File: config.mk
export PLATFORM = sky130hd
export DESIGN_NAME = psu_lane
export DESIGN_NICKNAME = d
export VERILOG_FILES = /design/src/hw/rtl/psu_pkg.sv /design/src/hw/rtl/psu_lane.sv
export SDC_FILE = /design/constraint.sdc
export NUM_CORES = 1
export LEC_CHECK = 0
export BUFFER_PORTS_ARGS = -buffer_cell sky130_fd_sc_hd__clkbuf_2
export CORE_ASPECT_RATIO = 2
export CORE_MARGIN = 1.5
export CORE_UTILIZATION = 50
export DETAILED_ROUTE_END_ITERATION = 6
export GPL_ROUTABILITY_DRIVEN = 0
export PLACE_DENSITY_LB_ADDON = 0.2
export SLEW_MARGIN = 20
export SYNTH_ARGS = -nofsm -noshare
export SYNTH_HDL_FRONTEND = slang
export SYNTH_SLANG_ARGS = --single-unit
export TNS_END_PERCENT = 5
File: constraint.sdc
create_clock -name vclk -period 35.5
set_input_delay 10.65 -clock vclk [all_inputs]
set_output_delay 10.65 -clock vclk [all_outputs]
set_load 0.01 [all_outputs]
File: src/hw/rtl/psu_pkg.sv
package psu_pkg;

  localparam int MAX_WIDTH = 4096;
  localparam int COL_W     = $clog2(MAX_WIDTH);
  localparam int CNT_W     = COL_W + 1;
  localparam int WIDTH_W   = 13;
  localparam int CH_W      = 8;
  localparam int NUM_CH    = 3;
  localparam int PIX_W     = CH_W * NUM_CH;
  localparam int DATA_W    = 32;
  localparam int PADDR_W   = 3;
  localparam int REG_IDX_W = PADDR_W - 2;

  localparam logic [WIDTH_W-1:0]   WIDTH_RESET     = WIDTH_W'(640);
  localparam logic [REG_IDX_W-1:0] REG_IMAGE_WIDTH = REG_IDX_W'(0);

  typedef enum logic [2:0] {
    FILT_NONE  = 3'd0,
    FILT_SUB   = 3'd1,
    FILT_UP    = 3'd2,
    FILT_AVG   = 3'd3,
    FILT_PAETH = 3'd4
  } filt_t;

  // neighbors of one channel as seen by a lane
  typedef struct packed {
    logic [CH_W-1:0] left;
    logic [CH_W-1:0] up;
    logic [CH_W-1:0] up_left;
  } nbr_t;

endpackage

File: src/hw/rtl/psu_lane.sv
// one color channel: predictor select plus add, mod 256
module psu_lane (
  input  psu_pkg::filt_t             filt,
  input  logic [psu_pkg::CH_W-1:0]   raw,
  input  psu_pkg::nbr_t              nbr,
  output logic [psu_pkg::CH_W-1:0]   recon
);

  logic [psu_pkg::CH_W:0]   avg_sum;
  logic signed [9:0]        d_pa;
  logic signed [9:0]        d_pb;
  logic signed [9:0]        d_pc;
  logic [9:0]               pa;
  logic [9:0]               pb;
  logic [9:0]               pc;
  logic [psu_pkg::CH_W-1:0] paeth;
  logic [psu_pkg::CH_W-1:0] pred;

  assign avg_sum = {1'b0, nbr.left} + {1'b0, nbr.up};

  // p = a + b - c, so p-a = b-c, p-b = a-c, p-c = a+b-2c
  assign d_pa = $signed({2'b00, nbr.up}) - $signed({2'b00, nbr.up_left});
  assign d_pb = $signed({2'b00, nbr.left}) - $signed({2'b00, nbr.up_left});
  assign d_pc = $signed({2'b00, nbr.left}) + $signed({2'b00, nbr.up})
              - $signed({1'b0, nbr.up_left, 1'b0});

  assign pa = d_pa[9] ? 10'(-d_pa) : 10'(d_pa);
  assign pb = d_pb[9] ? 10'(-d_pb) : 10'(d_pb);
  assign pc = d_pc[9] ? 10'(-d_pc) : 10'(d_pc);

  always_comb begin
    if (pa <= pb && pa <= pc) begin
      paeth = nbr.left;
    end else if (pb <= pc) begin
      paeth = nbr.up;
    end else begin
      paeth = nbr.up_left;
    end
  end

  always_comb begin
    unique case (filt)
      psu_pkg::FILT_NONE:  pred = '0;
      psu_pkg::FILT_SUB:   pred = nbr.left;
      psu_pkg::FILT_UP:    pred = nbr.up;
      psu_pkg::FILT_AVG:   pred = avg_sum[psu_pkg::CH_W:1];
      psu_pkg::FILT_PAETH: pred = paeth;
      default:             pred = '0;  // codes 5..7 pass raw
    endcase
  end

  assign recon = raw + pred;

endmodule

==> key figures, run 1 <==
Global routing
  • First-pass GRT wire length: between 15 and 20 mm
  • Pin count of the biggest net entering global routing: 16
  • Number of global-route vias before repair: 3628
  • Total track usage: 28.75%
  • GRT Residual Overflow: 0
  • Antenna violations before repair: 0

Synth
  • Synth area leaders: ha_1, xnor2_1, inv_1, fa_1, a21oi_1
  • Synth Area per Inst: 7.600 um^2
  • Warnings from Yosys: 0
  • Yosys top cell by area: ha_1
  • Post-synth cell types: 67
  • Synth top area share: between 20% and 30%
  • Register area share after synthesis: 0%
  • Mapped Area: 3488 um^2
  • Post-Synthesis Cells: between 400 and 500

Finish
  • Share of cells above drive strength 1: 14.29%
  • Final non-filler cell total: 585
  • Nets: 614
  • Clock Buffer Count: 0
  • Fillers: 691
  • Storage element area: 0 um^2
  • Area of the multi-input gates: around 3200 um^2
  • Most common cell after layout, fill and taps aside: ha_1
  • ANT cells: 0
  • Seq Cell Count: 0
  • Most frequent cells in the layout: ha_1, inv_1, clkbuf_2
  • Area Growth Syn to Fin: 8.429%

Floorplanning
  • Die area: 7517 um^2
  • Number of core rows: 42
  • Area of the core: about 6700 um^2
  • Initial Utilization: about 52%
  • Die width: approximately 62 um
  • Top-level I/O count: between 40 and 50
  • Die extent in y: 121.1 um

Worst setup path
  • Slowest stage cell on the critical path: or4_1
  • Worst-path maximum fanout: 10
  • Slowest stage delay, CP: about 520 ps
  • Most used cell, CP: a21oi_1
  • CP arrival: between 15000 and 20000 ps
  • CP Data Required Time: 24850 ps
  • Setup CP Type: primary input to primary output
  • Worst Setup Start Kind: primary input
  • Worst setup EP type: primary output

Routing
  • Met2 wire length: between 5 and 6 mm
  • Vias per Instance: 6.062
  • WL met1: ~3.4 mm
  • Top sig layer: met4
  • TritonRoute pass-1 iters: 5
  • Drt drc: 0
  • Met3 wire len: 228 um
  • Final ANT Viol Nets: 0
  • Routed len/inst: 17.45 um
  • Total Wirelength: 10.21 mm
  • Via Count: 3546
  • Iter 0 DRT Violations: a little over 100

CTS
  • Post-CTS Hold Fix Bufs: 0
  • Post-cts resize count: 0
  • Post-CTS Setup Bufs: 0

Power and ir drop
  • Pwr/cell area: 41.35 nW/um^2
  • Leakage power: 0.001902 uW
  • Peak supply drop: ~0.019 mV

STA
  • Setup TNS: 0 ps
  • RSZ-0062 raised after global routing: false
  • Final setup violation count: 0
  • Slew headroom: 45.64%
  • Endpoints failing hold: 0
  • FMAX: between 30 and 40 MHz
  • Period utilization: 78.56%
  • Fin. max-slew vios: 0
  • Min cycle time layout: 27890 ps
  • Transition time of the tightest slew-check pin: 810.5 ps

Placed design
  • IO Port Bufs: 43
  • Placed insts: around 600
  • Hpwl dp: 9.107 mm

Worst hold path
  • Worst min path class: primary input to primary output

Status
  • Status: finished, final reports clean

Flow run
  • # Max-Cap Violations: 0
worst max-delay path, delay by kind of cell:
kind	cells	cell delay, ps
AO/OA/AOI/OAI	12	1850
XOR/XNOR	3	810
adder cells (fa/ha/maj)	4	1400
buffers and inverters	4	420
AND/OR/NAND/NOR	9	2110
metal layers:
metal  up-vias  global-route usage [%]
met2       108                   55.66
met1      1654                   26.57
li1       1730                       -
met4         0                   16.89
met3        54                   1.386
met5         -                       0
cell usage after synthesis (3+ instances only):
cell type	number
a22oi_1	7
or2_2	6
o211ai_1	4
a21o_1	17
mux2i_1	5
xor2_1	18
nor3_1	3
a21oi_1	41
o21ai_0	19
clkbuf_1	4
nand4_1	6
nor2b_1	10
inv_1	61
o31ai_1	8
or4_1	3
o22ai_1	3
nor2_1	31
nand3_1	7
a31oi_1	3
nand2_1	18
xnor2_1	31
nand2b_1	5
ha_1	69
o21a_1	9
o32a_1	5
o21bai_1	7
fa_1	11
per-stage QoR:
step                      power [uW]  hold slack (ps)  setup WS [ps]  cell area (um^2)  utilization [%]
after detailed placement       155.2            21620           7682              3782            56.67
final                          156.4            21620           7613              3782            56.67
after floorplan                116.0            21450           8596              3496                -
after global placement         151.8            21620           7815              3782            56.67
after CTS                      156.1            21620           7649              3782            56.67
after global routing           175.2            21640           7108              3782            56.67
cell type report:
cell class                      count  area share (%)
Multi-Input combinational cell    392           85.25
Timing Repair Buffer               43           5.690
Inverter                           62           6.153
Tap cell                           88           2.911
worst paths after layout:
| kind | startpoint | end | slack [ps] | depth (start not counted) |
|---|---|---|---|---|
| setup / recovery | nbr[11] | recon[7] | 7610 | 32 |
| hold / removal | raw[0] | recon[0] | 21620 | 3 |
logic make-up (layout without fill, tap and decap cells):
group,after synthesis,in the layout,share of synthesized area (%)
and+or+nand+nor,101,101,15.14
adders and majority gates,81,81,31.38
other,2,4,0.2153
muxes,6,6,1.758
AOI/OAI and AO/OA,149,149,30.17
buffers and inverters,69,105,7.783
xor gates and xnor gates,51,51,13.56
where the power goes:
group / switching (uW) / internal [uW]
Sequential: 0 / 0
Clock: 0 / 0
Combinational: 91.9 / 64.4
Total: 91.9 / 64.4
Power figures use the tool's default switching activity.
==> run 2: changes to the inputs <==
==> constraint.sdc (replaced) <==
create_clock -name vclk -period 28.6
set_input_delay 8.58 -clock vclk [all_inputs]
set_output_delay 8.58 -clock vclk [all_outputs]
set_load 0.01 [all_outputs]
==> key figures, run 2 (synthesized netlist as in run 1, its figures left out) <==
Finish
  • Storage element area: 0 um^2
  • Final Cell Area: 3782 um^2
  • Nets: 614
  • Most frequent cells in the layout: ha_1, inv_1, clkbuf_2
  • Area Growth Syn to Fin: 8.429%
  • Clock Buffer Count: 0
  • Share of cells above drive strength 1: 14.29%
  • Seq Cell Count: 0
  • ANT cells: 0
  • Most common cell after layout, fill and taps aside: ha_1

Floorplanning
  • Die area: 7517 um^2
  • Initial Utilization: 52.27%
  • Number of core rows: 42
  • Die width: 62.06 um
  • Top-level I/O count: 43
  • Area of the core: around 6700 um^2
  • Die extent in y: 121.1 um

Routing
  • Iter 0 DRT Violations: 95
  • Routed len/inst: 17.22 um
  • Total Wirelength: 10.07 mm
  • Vias per Instance: just under 6
  • Via Count: 3464
  • TritonRoute pass-1 iters: 4
  • Final ANT Viol Nets: 0
  • Drt drc: 0

Global routing
  • Pin count of the biggest net entering global routing: 16
  • GRT Residual Overflow: 0
  • Total track usage: 28.86%
  • Number of global-route vias before repair: approximately 3700
  • First-pass GRT wire length: 16.53 mm
  • Antenna violations before repair: 0

Worst setup path
  • Worst-path maximum fanout: 10
  • Setup CP Type: primary input to primary output
  • Worst Setup Start Kind: primary input
  • CP Buf/Inv Count: 4
  • Slowest stage delay, CP: 520 ps
  • Worst setup EP type: primary output
  • CP Data Required Time: around 20000 ps
  • Most used cell, CP: a21oi_1
  • CP arrival: 15150 ps
  • Slowest stage cell on the critical path: or4_1
  • Crit path max-delay family: compound AO/OA/AOI/OAI gates
  • Crit path launch: nbr[10]

STA
  • FMAX: around 42 MHz
  • Hold_ws: about 17000 ps
  • Setup TNS: 0 ps
  • Fin. max-slew vios: 0
  • Setup ws final: 4871 ps
  • RSZ-0062 raised after global routing: false
  • Slew headroom: 43.81%
  • Period utilization: 82.97%
  • Endpoints failing hold: 0
  • Min cycle time layout: 23730 ps
  • Transition time of the tightest slew-check pin: 837.8 ps
  • Final setup violation count: 0

Power and ir drop
  • Logic pwr share: 100.0%
  • Switch share: approximately three fifths
  • Clk pwr share: 0%
  • Pwr/cell area: 51.03 nW/um^2
  • Leakage power: 0.001902 uW
  • Sw Pwr: about 110 uW
  • Internal power: 79.74 uW
  • Peak supply drop: 0.02412 mV
  • Sequential power share: 0%

Placed design
  • Place WS: roughly 4900 ps
  • Placed Instance Area: ~3800 um^2
  • Hpwl dp: between 9 and 10 mm
  • IO Port Bufs: between 40 and 50

CTS
  • Post-cts resize count: 0
  • Post-CTS Setup Bufs: 0
  • Post-CTS Hold Fix Bufs: 0

Worst hold path
  • Hold Crit Start: raw[0]
  • Worst Hold Path EP: recon[0]
  • Worst min path class: primary input to primary output
  • Hold depth: 3

Status
  • Status: finished, final reports clean

Flow run
  • # Max-Cap Violations: 0
-- run 2: cell counts in the layout (fill, tap and decap cells not counted) --
Identical to the previous run, type by type.
-- run 2: layout make-up --
type,instances,area [um^2]
well taps,88,110.1
multi-input cells,392,3224
repair buffers,43,215.2
fillers,697,2892
inverters,62,232.7
-- run 2: metrics by stage --
| stage | util, % | std cells | total power [uW] |
|---|---|---|---|
| 6_report | 56.67 | 585 | 193.0 |
| 5_1_grt | 56.67 | 585 | 215.8 |
| 4_1_cts | 56.67 | 585 | 192.8 |
| 3_5_place_dp | 56.67 | 585 | 191.5 |
| 3_3_place_gp | 56.67 | 585 | 188.5 |
| 2_1_floorplan | - | 461 | 144.0 |
-- run 2: per-layer routing --
metal	vias to the layer above	part of all wire, %	track usage, %
li1	1725	-	-
met4	0	7.7	17.82
met1	1620	33	27.18
met5	-	0	0
met2	79	57	55.01
met3	40	2.0	1.279
-- run 2: power groups by stage --
stage               sequential (uW)  clock, uW  combinational, uW
finish                            0          0                193
global route                      0          0                216
CTS                               0          0                193
detailed placement                0          0                192
global placement                  0          0                188
floorplan                         0          0                144
-- run 2: worst max path at each step --
stage	end	cells after the start	slack, ps
after floorplan	recon[7]	30	5840
after detailed placement	recon[7]	32	4900
final	recon[7]	32	4870
after global placement	recon[7]	32	5050
after global routing	recon[7]	32	4320
after CTS	recon[7]	32	4880
==> run 3: changes to the inputs <==
==> constraint.sdc (replaced) <==
create_clock -name vclk -period 20.8
set_input_delay 6.24 -clock vclk [all_inputs]
set_output_delay 6.24 -clock vclk [all_outputs]
set_load 0.01 [all_outputs]
==> key figures, run 3 (synthesized netlist as in run 1, its figures left out) <==
Routing
  • Iter 0 DRT Violations: 100
  • Via Count: 3476
  • Routed len/inst: 17.21 um
  • Vias per Instance: 5.942
  • TritonRoute pass-1 iters: 4
  • Total Wirelength: about 10 mm
  • Final ANT Viol Nets: 0
  • Drt drc: 0

CTS
  • Post-CTS Setup Bufs: 0
  • Post-cts resize count: 0
  • Post-CTS Hold Fix Bufs: 0

Placed design
  • Hpwl dp: 9.032 mm
  • Placed insts: just under 600
  • Placed Instance Area: about 3800 um^2
  • IO Port Bufs: between 40 and 50

Worst hold path
  • Hold Crit Start: raw[0]
  • Hold depth: 3
  • Worst min path class: primary input to primary output

Global routing
  • Antenna violations before repair: 0
  • Total track usage: 28.45%
  • Gr busiest metal: met2
  • Number of global-route vias before repair: around 3600
  • Met2 global-route usage: between 50% and 60%
  • First-pass GRT wire length: 16.29 mm
  • Pin count of the biggest net entering global routing: 16
  • GRT Residual Overflow: 0
  • Met1 Use GR: 26.07%
  • M3 GR Usage: 1.173%

Worst setup path
  • Worst setup EP type: primary output
  • Most used cell, CP: a21oi_1
  • Worst Setup Start Kind: primary input
  • CP Data Required Time: 14560 ps
  • Setup CP Type: primary input to primary output
  • Slowest stage delay, CP: 520 ps
  • Crit path launch: nbr[10]
  • Slowest stage cell on the critical path: or4_1
  • Worst-path maximum fanout: 10
  • CP arrival: approximately 13000 ps

STA
  • Transition time of the tightest slew-check pin: 811.7 ps
  • RSZ-0062 raised after global routing: false
  • Endpoints failing hold: 0
  • Min cycle time layout: roughly 19000 ps
  • FMAX: 52.68 MHz
  • Fin. max-slew vios: 0
  • Slew headroom: 45.56%
  • Setup TNS: 0 ps
  • Final setup violation count: 0
  • Period utilization: roughly 91%

Power and ir drop
  • Pwr/cell area: 70.16 nW/um^2
  • Peak supply drop: 0.02758 mV
  • Leakage power: 0.001902 uW

Finish
  • Post-layout util: 56.67%
  • ANT cells: 0
  • Nets: 614
  • Most frequent cells in the layout: ha_1, inv_1, clkbuf_2
  • Clock Buffer Count: 0
  • Final non-filler cell total: between 500 and 600
  • Area Growth Syn to Fin: 8.429%
  • Most common cell after layout, fill and taps aside: ha_1
  • Storage element area: 0 um^2
  • Share of cells above drive strength 1: 14.29%
  • Seq Cell Count: 0
  • Final Cell Area: 3782 um^2

Floorplanning
  • Area of the core: 6674 um^2
  • Top-level I/O count: 43
  • Number of core rows: 42
  • Die extent in y: 121.1 um
  • Initial Utilization: 52.27%
  • Die width: 62.06 um
  • Die area: 7517 um^2

Flow run
  • # Max-Cap Violations: 0

Status
  • Status: finished, final reports clean
run 3: final cells by class:
cell class | count | area, um^2
Tap cell | 88 | 110.1
Multi-Input combinational cell | 392 | 3224
Inverter | 62 | 232.7
Timing Repair Buffer | 43 | 215.2
Fill cell | 700 | 2892
run 3: power by group:
group,leakage (uW),switching (uW),internal [uW],total (uW)
clock network,0,0,0,0
registers,0,0,0,0
logic,0.00190,156,110,265
run 3: stage by stage:
stage          hold WS [ps]  power (uW)  setup WS (ps)
3_5_place_dp          12800       264.2           1810
6_report              12800       265.4           1816
4_1_cts               12800       265.3           1802
5_1_grt               12820       296.8           1312
3_3_place_gp          12800       259.1           1934
2_1_floorplan         12630       198.0           2716
run 3: final timing paths:
kind,endpoint,slack [ps]
worst min-delay path,recon[0],12800
worst max-delay path,recon[7],1820
run 3: critical path: cells and delay by family:
kind / cells / cell delay, ps
AO/OA/AOI/OAI: 12 / 1980
AND/OR/NAND/NOR: 9 / 1930
adder cells (fa/ha/maj): 4 / 1410
XOR/XNOR: 3 / 760
buffers and inverters: 4 / 400
run 3: per-layer routing:
metal,vias to the layer above,routed length [um]
met5,-,0
met3,38,285
met4,0,767
met1,1613,3284
met2,98,5729
li1,1727,-
